==> src/bcc_pkg.sv <==
// ----------------------------------------------------------------------------
// Button click classifier package
// Shared widths, codes, register indexes and reset values.
// ----------------------------------------------------------------------------
package bcc_pkg;

  localparam int TIME_W     = 32;
  localparam int THRESH_W   = 16;
  localparam int CFG_IDX_W  = 2;
  localparam int CFG_DATA_W = 16;
  localparam int PHASE_W    = 3;
  localparam int EVENT_W    = 2;

  typedef enum logic [PHASE_W-1:0] {
    PH_IDLE     = 3'd0,
    PH_DEB1     = 3'd1,
    PH_PRESSED  = 3'd2,
    PH_WAIT2    = 3'd3,
    PH_DEB2     = 3'd4,
    PH_PRESSED2 = 3'd5,
    PH_LONG     = 3'd6
  } phase_t;

  typedef enum logic [EVENT_W-1:0] {
    EV_NONE   = 2'd0,
    EV_SINGLE = 2'd1,
    EV_DOUBLE = 2'd2,
    EV_LONG   = 2'd3
  } event_t;

  typedef enum logic [CFG_IDX_W-1:0] {
    REG_DEBOUNCE     = 2'd0,
    REG_LONG_PRESS   = 2'd1,
    REG_DOUBLE_GAP   = 2'd2,
    REG_ACTIVE_LEVEL = 2'd3
  } cfg_reg_t;

  localparam logic [THRESH_W-1:0] DEBOUNCE_RST   = 16'd50;
  localparam logic [THRESH_W-1:0] LONG_PRESS_RST = 16'd800;
  localparam logic [THRESH_W-1:0] DOUBLE_GAP_RST = 16'd250;
  localparam logic                ACTIVE_LVL_RST = 1'b0;

endpackage

==> src/bcc_in_if.sv <==
// ----------------------------------------------------------------------------
// Button poll channel
// Carries one request per poll: raw pin level and millisecond timestamp.
// ----------------------------------------------------------------------------
interface bcc_in_if;
  logic                       valid;
  logic                       ready;
  logic                       pin_level;
  logic [bcc_pkg::TIME_W-1:0] now_ms;

  modport source (output valid, output pin_level, output now_ms, input ready);
  modport sink (input valid, input pin_level, input now_ms, output ready);
endinterface

==> src/bcc_out_if.sv <==
// ----------------------------------------------------------------------------
// Classifier result channel
// Carries one request per poll: the event code and the phase after the poll.
// ----------------------------------------------------------------------------
interface bcc_out_if;
  logic                        valid;
  logic                        ready;
  logic [bcc_pkg::EVENT_W-1:0] event_res;
  logic [bcc_pkg::PHASE_W-1:0] phase;

  modport source (output valid, output event_res, output phase, input ready);
  modport sink (input valid, input event_res, input phase, output ready);
endinterface

==> src/bcc_cfg_if.sv <==
// ----------------------------------------------------------------------------
// Configuration write channel
// Carries one register write request: register index and write data.
// ----------------------------------------------------------------------------
interface bcc_cfg_if;
  logic                           valid;
  logic                           ready;
  logic [bcc_pkg::CFG_IDX_W-1:0]  index;
  logic [bcc_pkg::CFG_DATA_W-1:0] data;

  modport source (output valid, output index, output data, input ready);
  modport sink (input valid, input index, input data, output ready);
endinterface

==> src/button_click_classifier.sv <==
// ----------------------------------------------------------------------------
// Button click classifier
// Debounces polled button samples and reports single, double and long presses.
// ----------------------------------------------------------------------------
// The block takes one poll per clock cycle while the result channel is not
// stalled and returns exactly one result per poll. A poll is first captured
// in an input register; once the result register is free, a single
// subtraction of the phase start time and three threshold compares update the
// phase state and load the result register, which drives the result channel.
// Elapsed time wraps modulo two to the 32. Registers should be written only
// while no request is in flight.
module button_click_classifier (
  input logic      clk,
  input logic      rst_n,
  bcc_in_if.sink   in_chan,
  bcc_out_if.source out_chan,
  bcc_cfg_if.sink  cfg_chan
);

  logic [bcc_pkg::THRESH_W-1:0] debounce_r;
  logic [bcc_pkg::THRESH_W-1:0] long_press_r;
  logic [bcc_pkg::THRESH_W-1:0] double_gap_r;
  logic                         active_level_r;

  logic                         s1_valid_r;
  logic                         s1_pin_r;
  logic [bcc_pkg::TIME_W-1:0]   s1_now_r;

  bcc_pkg::phase_t              phase_r;
  bcc_pkg::phase_t              phase_nxt;
  logic [bcc_pkg::TIME_W-1:0]   phase_start_r;
  logic [bcc_pkg::TIME_W-1:0]   phase_start_nxt;
  logic                         one_click_r;
  logic                         one_click_nxt;
  bcc_pkg::event_t              event_nxt;

  logic                         out_valid_r;
  bcc_pkg::event_t              out_event_r;
  bcc_pkg::phase_t              out_phase_r;

  logic                         out_free;
  logic                         s1_fire;
  logic                         pressed;
  logic [bcc_pkg::TIME_W-1:0]   elapsed;
  logic                         deb_done;
  logic                         long_done;
  logic                         gap_done;

  assign out_free      = !out_valid_r || out_chan.ready;
  assign s1_fire       = s1_valid_r && out_free;
  assign in_chan.ready = !s1_valid_r || out_free;
  assign cfg_chan.ready = 1'b1;

  assign out_chan.valid     = out_valid_r;
  assign out_chan.event_res = out_event_r;
  assign out_chan.phase     = out_phase_r;

  always_ff @(posedge clk) begin
    if (!rst_n) begin
      debounce_r     <= bcc_pkg::DEBOUNCE_RST;
      long_press_r   <= bcc_pkg::LONG_PRESS_RST;
      double_gap_r   <= bcc_pkg::DOUBLE_GAP_RST;
      active_level_r <= bcc_pkg::ACTIVE_LVL_RST;
    end else if (cfg_chan.valid) begin
      case (bcc_pkg::cfg_reg_t'(cfg_chan.index))
        bcc_pkg::REG_DEBOUNCE:     debounce_r     <= cfg_chan.data;
        bcc_pkg::REG_LONG_PRESS:   long_press_r   <= cfg_chan.data;
        bcc_pkg::REG_DOUBLE_GAP:   double_gap_r   <= cfg_chan.data;
        bcc_pkg::REG_ACTIVE_LEVEL: active_level_r <= cfg_chan.data[0];
        default: ;
      endcase
    end
  end

  always_ff @(posedge clk) begin
    if (!rst_n) begin
      s1_valid_r <= 1'b0;
    end else if (in_chan.ready) begin
      s1_valid_r <= in_chan.valid;
    end
  end

  always_ff @(posedge clk) begin
    if (in_chan.ready && in_chan.valid) begin
      s1_pin_r <= in_chan.pin_level;
      s1_now_r <= in_chan.now_ms;
    end
  end

  assign pressed   = (s1_pin_r == active_level_r);
  assign elapsed   = s1_now_r - phase_start_r;
  assign deb_done  = elapsed >= bcc_pkg::TIME_W'(debounce_r);
  assign long_done = elapsed >= bcc_pkg::TIME_W'(long_press_r);
  assign gap_done  = elapsed >= bcc_pkg::TIME_W'(double_gap_r);

  always_comb begin
    phase_nxt       = phase_r;
    phase_start_nxt = phase_start_r;
    one_click_nxt   = one_click_r;
    event_nxt       = bcc_pkg::EV_NONE;
    case (phase_r)
      bcc_pkg::PH_IDLE: begin
        if (pressed) begin
          phase_nxt       = bcc_pkg::PH_DEB1;
          phase_start_nxt = s1_now_r;
        end
      end
      bcc_pkg::PH_DEB1: begin
        if (!pressed) begin
          phase_nxt = bcc_pkg::PH_IDLE;
        end else if (deb_done) begin
          phase_nxt       = bcc_pkg::PH_PRESSED;
          phase_start_nxt = s1_now_r;
        end
      end
      bcc_pkg::PH_PRESSED: begin
        if (!pressed) begin
          if (long_done) begin
            event_nxt = bcc_pkg::EV_LONG;
            phase_nxt = bcc_pkg::PH_IDLE;
          end else begin
            one_click_nxt   = 1'b1;
            phase_nxt       = bcc_pkg::PH_WAIT2;
            phase_start_nxt = s1_now_r;
          end
        end else if (long_done) begin
          event_nxt = bcc_pkg::EV_LONG;
          phase_nxt = bcc_pkg::PH_LONG;
        end
      end
      bcc_pkg::PH_LONG: begin
        if (!pressed) begin
          phase_nxt = bcc_pkg::PH_IDLE;
        end
      end
      bcc_pkg::PH_WAIT2: begin
        if (pressed) begin
          phase_nxt       = bcc_pkg::PH_DEB2;
          phase_start_nxt = s1_now_r;
        end else if (gap_done) begin
          if (one_click_r) begin
            event_nxt = bcc_pkg::EV_SINGLE;
          end
          phase_nxt = bcc_pkg::PH_IDLE;
        end
      end
      bcc_pkg::PH_DEB2: begin
        if (!pressed) begin
          phase_nxt = bcc_pkg::PH_WAIT2;
        end else if (deb_done) begin
          phase_nxt       = bcc_pkg::PH_PRESSED2;
          phase_start_nxt = s1_now_r;
        end
      end
      bcc_pkg::PH_PRESSED2: begin
        if (!pressed) begin
          event_nxt = bcc_pkg::EV_DOUBLE;
          phase_nxt = bcc_pkg::PH_IDLE;
        end
      end
      default: begin
        phase_nxt = bcc_pkg::PH_IDLE;
      end
    endcase
  end

  always_ff @(posedge clk) begin
    if (!rst_n) begin
      phase_r       <= bcc_pkg::PH_IDLE;
      phase_start_r <= '0;
      one_click_r   <= 1'b0;
    end else if (s1_fire) begin
      phase_r       <= phase_nxt;
      phase_start_r <= phase_start_nxt;
      one_click_r   <= one_click_nxt;
    end
  end

  always_ff @(posedge clk) begin
    if (!rst_n) begin
      out_valid_r <= 1'b0;
    end else if (out_free) begin
      out_valid_r <= s1_valid_r;
    end
  end

  always_ff @(posedge clk) begin
    if (s1_fire) begin
      out_event_r <= event_nxt;
      out_phase_r <= phase_nxt;
    end
  end

  a_fire_loads_result: assert property (@(posedge clk) disable iff (!rst_n)
    s1_fire |=> out_valid_r)
    else $error("accepted poll did not reach the result register");

  a_long_phase: assert property (@(posedge clk) disable iff (!rst_n)
    out_valid_r && out_event_r == bcc_pkg::EV_LONG |->
      out_phase_r == bcc_pkg::PH_LONG || out_phase_r == bcc_pkg::PH_IDLE)
    else $error("long press reported with wrong phase");

  a_click_to_idle: assert property (@(posedge clk) disable iff (!rst_n)
    out_valid_r && (out_event_r == bcc_pkg::EV_SINGLE ||
      out_event_r == bcc_pkg::EV_DOUBLE) |-> out_phase_r == bcc_pkg::PH_IDLE)
    else $error("click reported without return to idle");

  a_click_flag_sticky: assert property (@(posedge clk) disable iff (!rst_n)
    !$fell(one_click_r))
    else $error("click flag cleared without reset");

  a_result_matches_state: assert property (@(posedge clk) disable iff (!rst_n)
    s1_fire |=> out_phase_r == phase_r)
    else $error("result phase differs from phase state");

endmodule
==> src/flat_wrapper.sv <==
// flat-port wrapper written by rule: the top's interface ports become plain ports
module button_click_classifier_flat 
  (clk, rst_n, in_chan_valid, in_chan_pin_level, in_chan_now_ms, in_chan_ready, out_chan_valid, out_chan_event_res, out_chan_phase, out_chan_ready, cfg_chan_valid, cfg_chan_index, cfg_chan_data, cfg_chan_ready);
  bcc_in_if in_chan_i ();
  bcc_out_if out_chan_i ();
  bcc_cfg_if cfg_chan_i ();
  input logic clk;
  input logic rst_n;
  input wire logic [$bits(in_chan_i.valid)-1:0] in_chan_valid;
  input wire logic [$bits(in_chan_i.pin_level)-1:0] in_chan_pin_level;
  input wire logic [$bits(in_chan_i.now_ms)-1:0] in_chan_now_ms;
  output wire logic [$bits(in_chan_i.ready)-1:0] in_chan_ready;
  output wire logic [$bits(out_chan_i.valid)-1:0] out_chan_valid;
  output wire logic [$bits(out_chan_i.event_res)-1:0] out_chan_event_res;
  output wire logic [$bits(out_chan_i.phase)-1:0] out_chan_phase;
  input wire logic [$bits(out_chan_i.ready)-1:0] out_chan_ready;
  input wire logic [$bits(cfg_chan_i.valid)-1:0] cfg_chan_valid;
  input wire logic [$bits(cfg_chan_i.index)-1:0] cfg_chan_index;
  input wire logic [$bits(cfg_chan_i.data)-1:0] cfg_chan_data;
  output wire logic [$bits(cfg_chan_i.ready)-1:0] cfg_chan_ready;
  assign in_chan_i.valid = in_chan_valid;
  assign in_chan_i.pin_level = in_chan_pin_level;
  assign in_chan_i.now_ms = in_chan_now_ms;
  assign in_chan_ready = in_chan_i.ready;
  assign out_chan_valid = out_chan_i.valid;
  assign out_chan_event_res = out_chan_i.event_res;
  assign out_chan_phase = out_chan_i.phase;
  assign out_chan_i.ready = out_chan_ready;
  assign cfg_chan_i.valid = cfg_chan_valid;
  assign cfg_chan_i.index = cfg_chan_index;
  assign cfg_chan_i.data = cfg_chan_data;
  assign cfg_chan_ready = cfg_chan_i.ready;
  button_click_classifier u_core (.clk(clk), .rst_n(rst_n), .in_chan(in_chan_i), .out_chan(out_chan_i), .cfg_chan(cfg_chan_i));
endmodule
==> config.mk <==
export PLATFORM = sky130hd
export DESIGN_NAME = button_click_classifier_flat
export DESIGN_NICKNAME = d
export VERILOG_FILES = /design/src/bcc_pkg.sv /design/src/bcc_in_if.sv /design/src/bcc_out_if.sv /design/src/bcc_cfg_if.sv /design/src/button_click_classifier.sv /design/src/flat_wrapper.sv
export SDC_FILE = /design/constraint.sdc
export NUM_CORES = 1
export LEC_CHECK = 0
export ABC_AREA = 1
export BUFFER_PORTS_ARGS = -buffer_cell sky130_fd_sc_hd__buf_2
export CORE_MARGIN = 2
export CORE_UTILIZATION = 40
export CTS_CLUSTER_SIZE = 14
export DETAILED_ROUTE_END_ITERATION = 12
export PLACE_DENSITY_LB_ADDON = 0.08
export SYNTH_ARGS = -nofsm -noshare
export SYNTH_HDL_FRONTEND = slang
export SYNTH_SLANG_ARGS = --single-unit
export TNS_END_PERCENT = 20
==> constraint.sdc <==
create_clock -name clk -period 3.1 [get_ports clk]
set_input_delay 0.155 -clock clk [delete_from_list [all_inputs] [get_ports clk]]
set_output_delay 0.155 -clock clk [all_outputs]
set_load 0.05 [all_outputs]
==> qor.csv <==
stage,metric,value,unit
critical_path,CP bufs+invs,7,
cells_and_area,FILL cells,2006,
critical_path,arrival time at the worst endpoint,3.69,ns
yosys,post-synthesis mux area share,0,
clocking,H-tree Lvls,4,
timing,Slew HR,0.5395,
yosys,Synth Flop Type,dfxtp_1,
grt,vias in the first global route,8076,
yosys,Synth Register Bits,125,
outcome,outcome,"complete, but fails checks",
yosys,Synth Area in Compound Gates,0.1112,
yosys,number of synthesized flops with an enable pin,38,
timing,TNS Setup,-8.118,ns
route,drt total wl,24240,µm
critical_path,Worst Path Max Fanout,8,
timing,RSZ-0062 raised after global routing,true,
yosys,syn_area_per_cell,6.678,µm²
cells_and_area,Ant. Diodes,0,
yosys,Mapped Cells,1269,
critical_path,CP max stage delay,0.40,ns
timing,hold slack,0.005740,ns
yosys,Post-Synthesis Cell Area,8474,µm²
floorplan,core box area,20890,µm²
outcome,violated checks,negative setup slack,
cells_and_area,share of post-route cells with drive strength above 1,0.2503,
cells_and_area,Final Core Density,0.5737,
yosys,top post-synthesis cells by count,"361 x nand2_1, 269 x inv_1, 110 x a21oi_1",
timing,final worst-path cycle share,1.086,
clocking,CTS Buffer Depth,2,
job,max-cap violations,0,
critical_path,CP most frequent cell,nand2_1,
route,DRC,0,
timing,clock skew,0.007999,ns
timing,Final min period,3.367,ns
pwr,Static Leak,5.982,nW
placed_design,Post-DP Area,9737,µm²
floorplan,initial core utilization,0.4057,
critical_path,Top Family by Delay on Critical Path,simple AND/OR/NAND/NOR gates,
timing,Worst-Margin Slew,0.6900,ns
clocking,clock tree root driver cell,clkbuf_16,
yosys,register area share after synthesis,0.3402,
route,DR WL/cell,13.61,µm
placed_design,Place WS,-0.4460,ns
floorplan,Die ar.,22370,µm²
critical_path,WP data required,3.43,ns
grt,initial antenna violation count,0,
yosys,Post-Synth Simple-Gate Area,0.2706,
cells_and_area,NumNets Final,1629,
yosys,largest family of logic cells by synthesized area,simple AND/OR/NAND/NOR gates,
floorplan,std cell rows,53,
clocking,CTS tree,done,
placed_design,IO buf count,62,
yosys,post-synthesis cell type count,33,
clocking,number of CTS-inserted buffers,17,
floorplan,chip height,149.6,µm
yosys,Synth Area in Adders,0.1190,
critical_path,Worst setup EP type,flop,
yosys,Yosys warnings,0,
critical_path,WS Path Type,flop to flop,
yosys,Synth area leaders,"dfxtp_1 21%, nand2_1 16%, edfxtp_1 13%",
yosys,Syn Nets,1405,
clocking,worst-skew pair later-pin latency,0.43,ns
yosys,top cell type's share of synthesized area,0.2055,
min_path,worst hold path type,primary input to flop,
grt,largest net degree at the start of global routing,38,
placed_design,post-DP HPWL,15810,µm
route,Vias,8292,
route,initial drt markers,432,
grt,Overall Global Routing Usage,0.2276,
placed_design,RD Place Congestion,0.8753,
yosys,dominant cell type by area after synthesis,dfxtp_1,
yosys,Synth Area in XOR/XNOR,0.01654,
timing,"Setup violations, final",38,
timing,fmax,0.2970,GHz
floorplan,Chip Width,149.6,µm
clocking,clock sinks,125,
route,Via density,4.656,
pwr,VDD IR-drop max,0.0003924,V
pwr,Power Density,534.6,nW/µm²
floorplan,Ports,64,
route,Antenna Nets Post-Route,0,
route,DR pass1 iterations,5,
grt,total gr overflow,0,
cells_and_area,fin cells,1781,
critical_path,CP max stage cell,fa_2,
yosys,most frequent cell after synthesis,nand2_1,
placed_design,DP Cell Count,1675,
timing,final worst setup slack,-0.2667,ns
yosys,async set-reset flop share out of synthesis,0,
timing,"Slew Viols, Final",0,
grt,global-route wire length before repair,39720,µm
pwr,Pwr Total,6.406,mW
clocking,"Reg clk slew, reported paths",0.06,ns
critical_path,critical path launch point type,flop,
cells_and_area,Layout Area Growth over Synthesis,41.41,%
timing,Final Hold Viols,0,
cells_and_area,Finished Cell Area,11980,µm²
-- cells in the final DEF (no fill, tap or decap), types with 14 or more instances in the layout --
cell,count
clkbuf_16,19
edfxtp_1,38
nand2_1,331
nand3_2,14
nand3_1,54
nand2_2,27
buf_2,62
dlygate4sd3_1,38
dfxtp_1,87
ha_1,60
a21oi_2,27
o21ai_0,41
inv_2,19
buf_4,111
nor2_1,82
ha_4,19
inv_1,260
a21oi_1,83
-- repair_timing --
action                                  in CTS  in global routing
hold buffers                                38                  0
pin swaps                                   40                 38
hold endpoints to repair                    41                  0
gates resized for setup                    150                 24
setup buffers                               28                  3
gates cloned                                 9                  1
endpoints found under the setup margin      41                 41
-- routing by layer --
metal	up-vias	track usage	wire, µm
met2	141	0.3807	11260
met5	-	0	0
li1	4402	-	-
met4	0	0.08238	538
met3	34	0.03201	866
met1	3715	0.2993	11570
-- logic make-up (layout without fill, tap and decap cells) --
kind of cell / after synthesis / in the layout
adder cells (fa/ha/maj): 80 / 80
other: 1 / 1
XOR/XNOR: 16 / 16
flip-flops: 125 / 125
AO/OA/AOI/OAI: 175 / 175
AND/OR/NAND/NOR: 563 / 563
buffers and inverters: 309 / 546
-- power breakdown --
group / internal (mW) / leakage, nW / switching (mW)
Sequential: 1.80 / 1.08 / 0.0572
Clock: 1.33 / 0.300 / 0.835
Combinational: 1.11 / 4.60 / 1.28
Total: 4.23 / 5.98 / 2.18
-- layout make-up --
cell class / count / area [µm²] / share of cell area
Multi-Input combinational cell: 835 / 5126 / 0.4278
Sequential cell: 125 / 2883 / 0.2406
Inverter: 280 / 1051 / 0.08770
Clock buffer: 18 / 450.4 / 0.03759
Tap cell: 275 / 344.1 / 0.02871
Clock inverter: 14 / 178.9 / 0.01493
Timing Repair Buffer: 234 / 1951 / 0.1628
-- registers in the layout, indices dropped and copies added (netlist names) --
signal and flops:
u_core.s1_valid_r 1, u_core.debounce_r 16, u_core.s1_pin_r 1, u_core.phase_start_r 32
u_core.s1_now_r 32, u_core.active_level_r 1, u_core.double_gap_r 16, u_core.long_press_r 16
u_core.out_chan.valid 1, u_core.out_chan.phase 3, u_core.out_chan.event_res 2, u_core.phase_r 3
u_core.one_click_r 1
-- final timing paths --
| check | to | cells after the start | slack [ns] | from |
|---|---|---|---|---|
| setup / recovery | u_core.phase_start_r[29] | 26 | -0.27 | u_core.s1_now_r[0] |
| hold / removal | u_core.out_chan.valid | 4 | 0.006 | out_chan_ready |
| setup reg to reg | u_core.phase_start_r[29] | 26 | -0.27 | u_core.s1_now_r[0] |
| hold reg to reg | u_core.double_gap_r[15] | 2 | 0.46 | u_core.double_gap_r[15] |
-- tightest hold or removal path, cell delays in order --
cell and delay [ns]:
buf_2 0.07, inv_1 0.04, nand2_1 0.07, a21oi_1 0.06
Power figures use the tool's default switching activity.
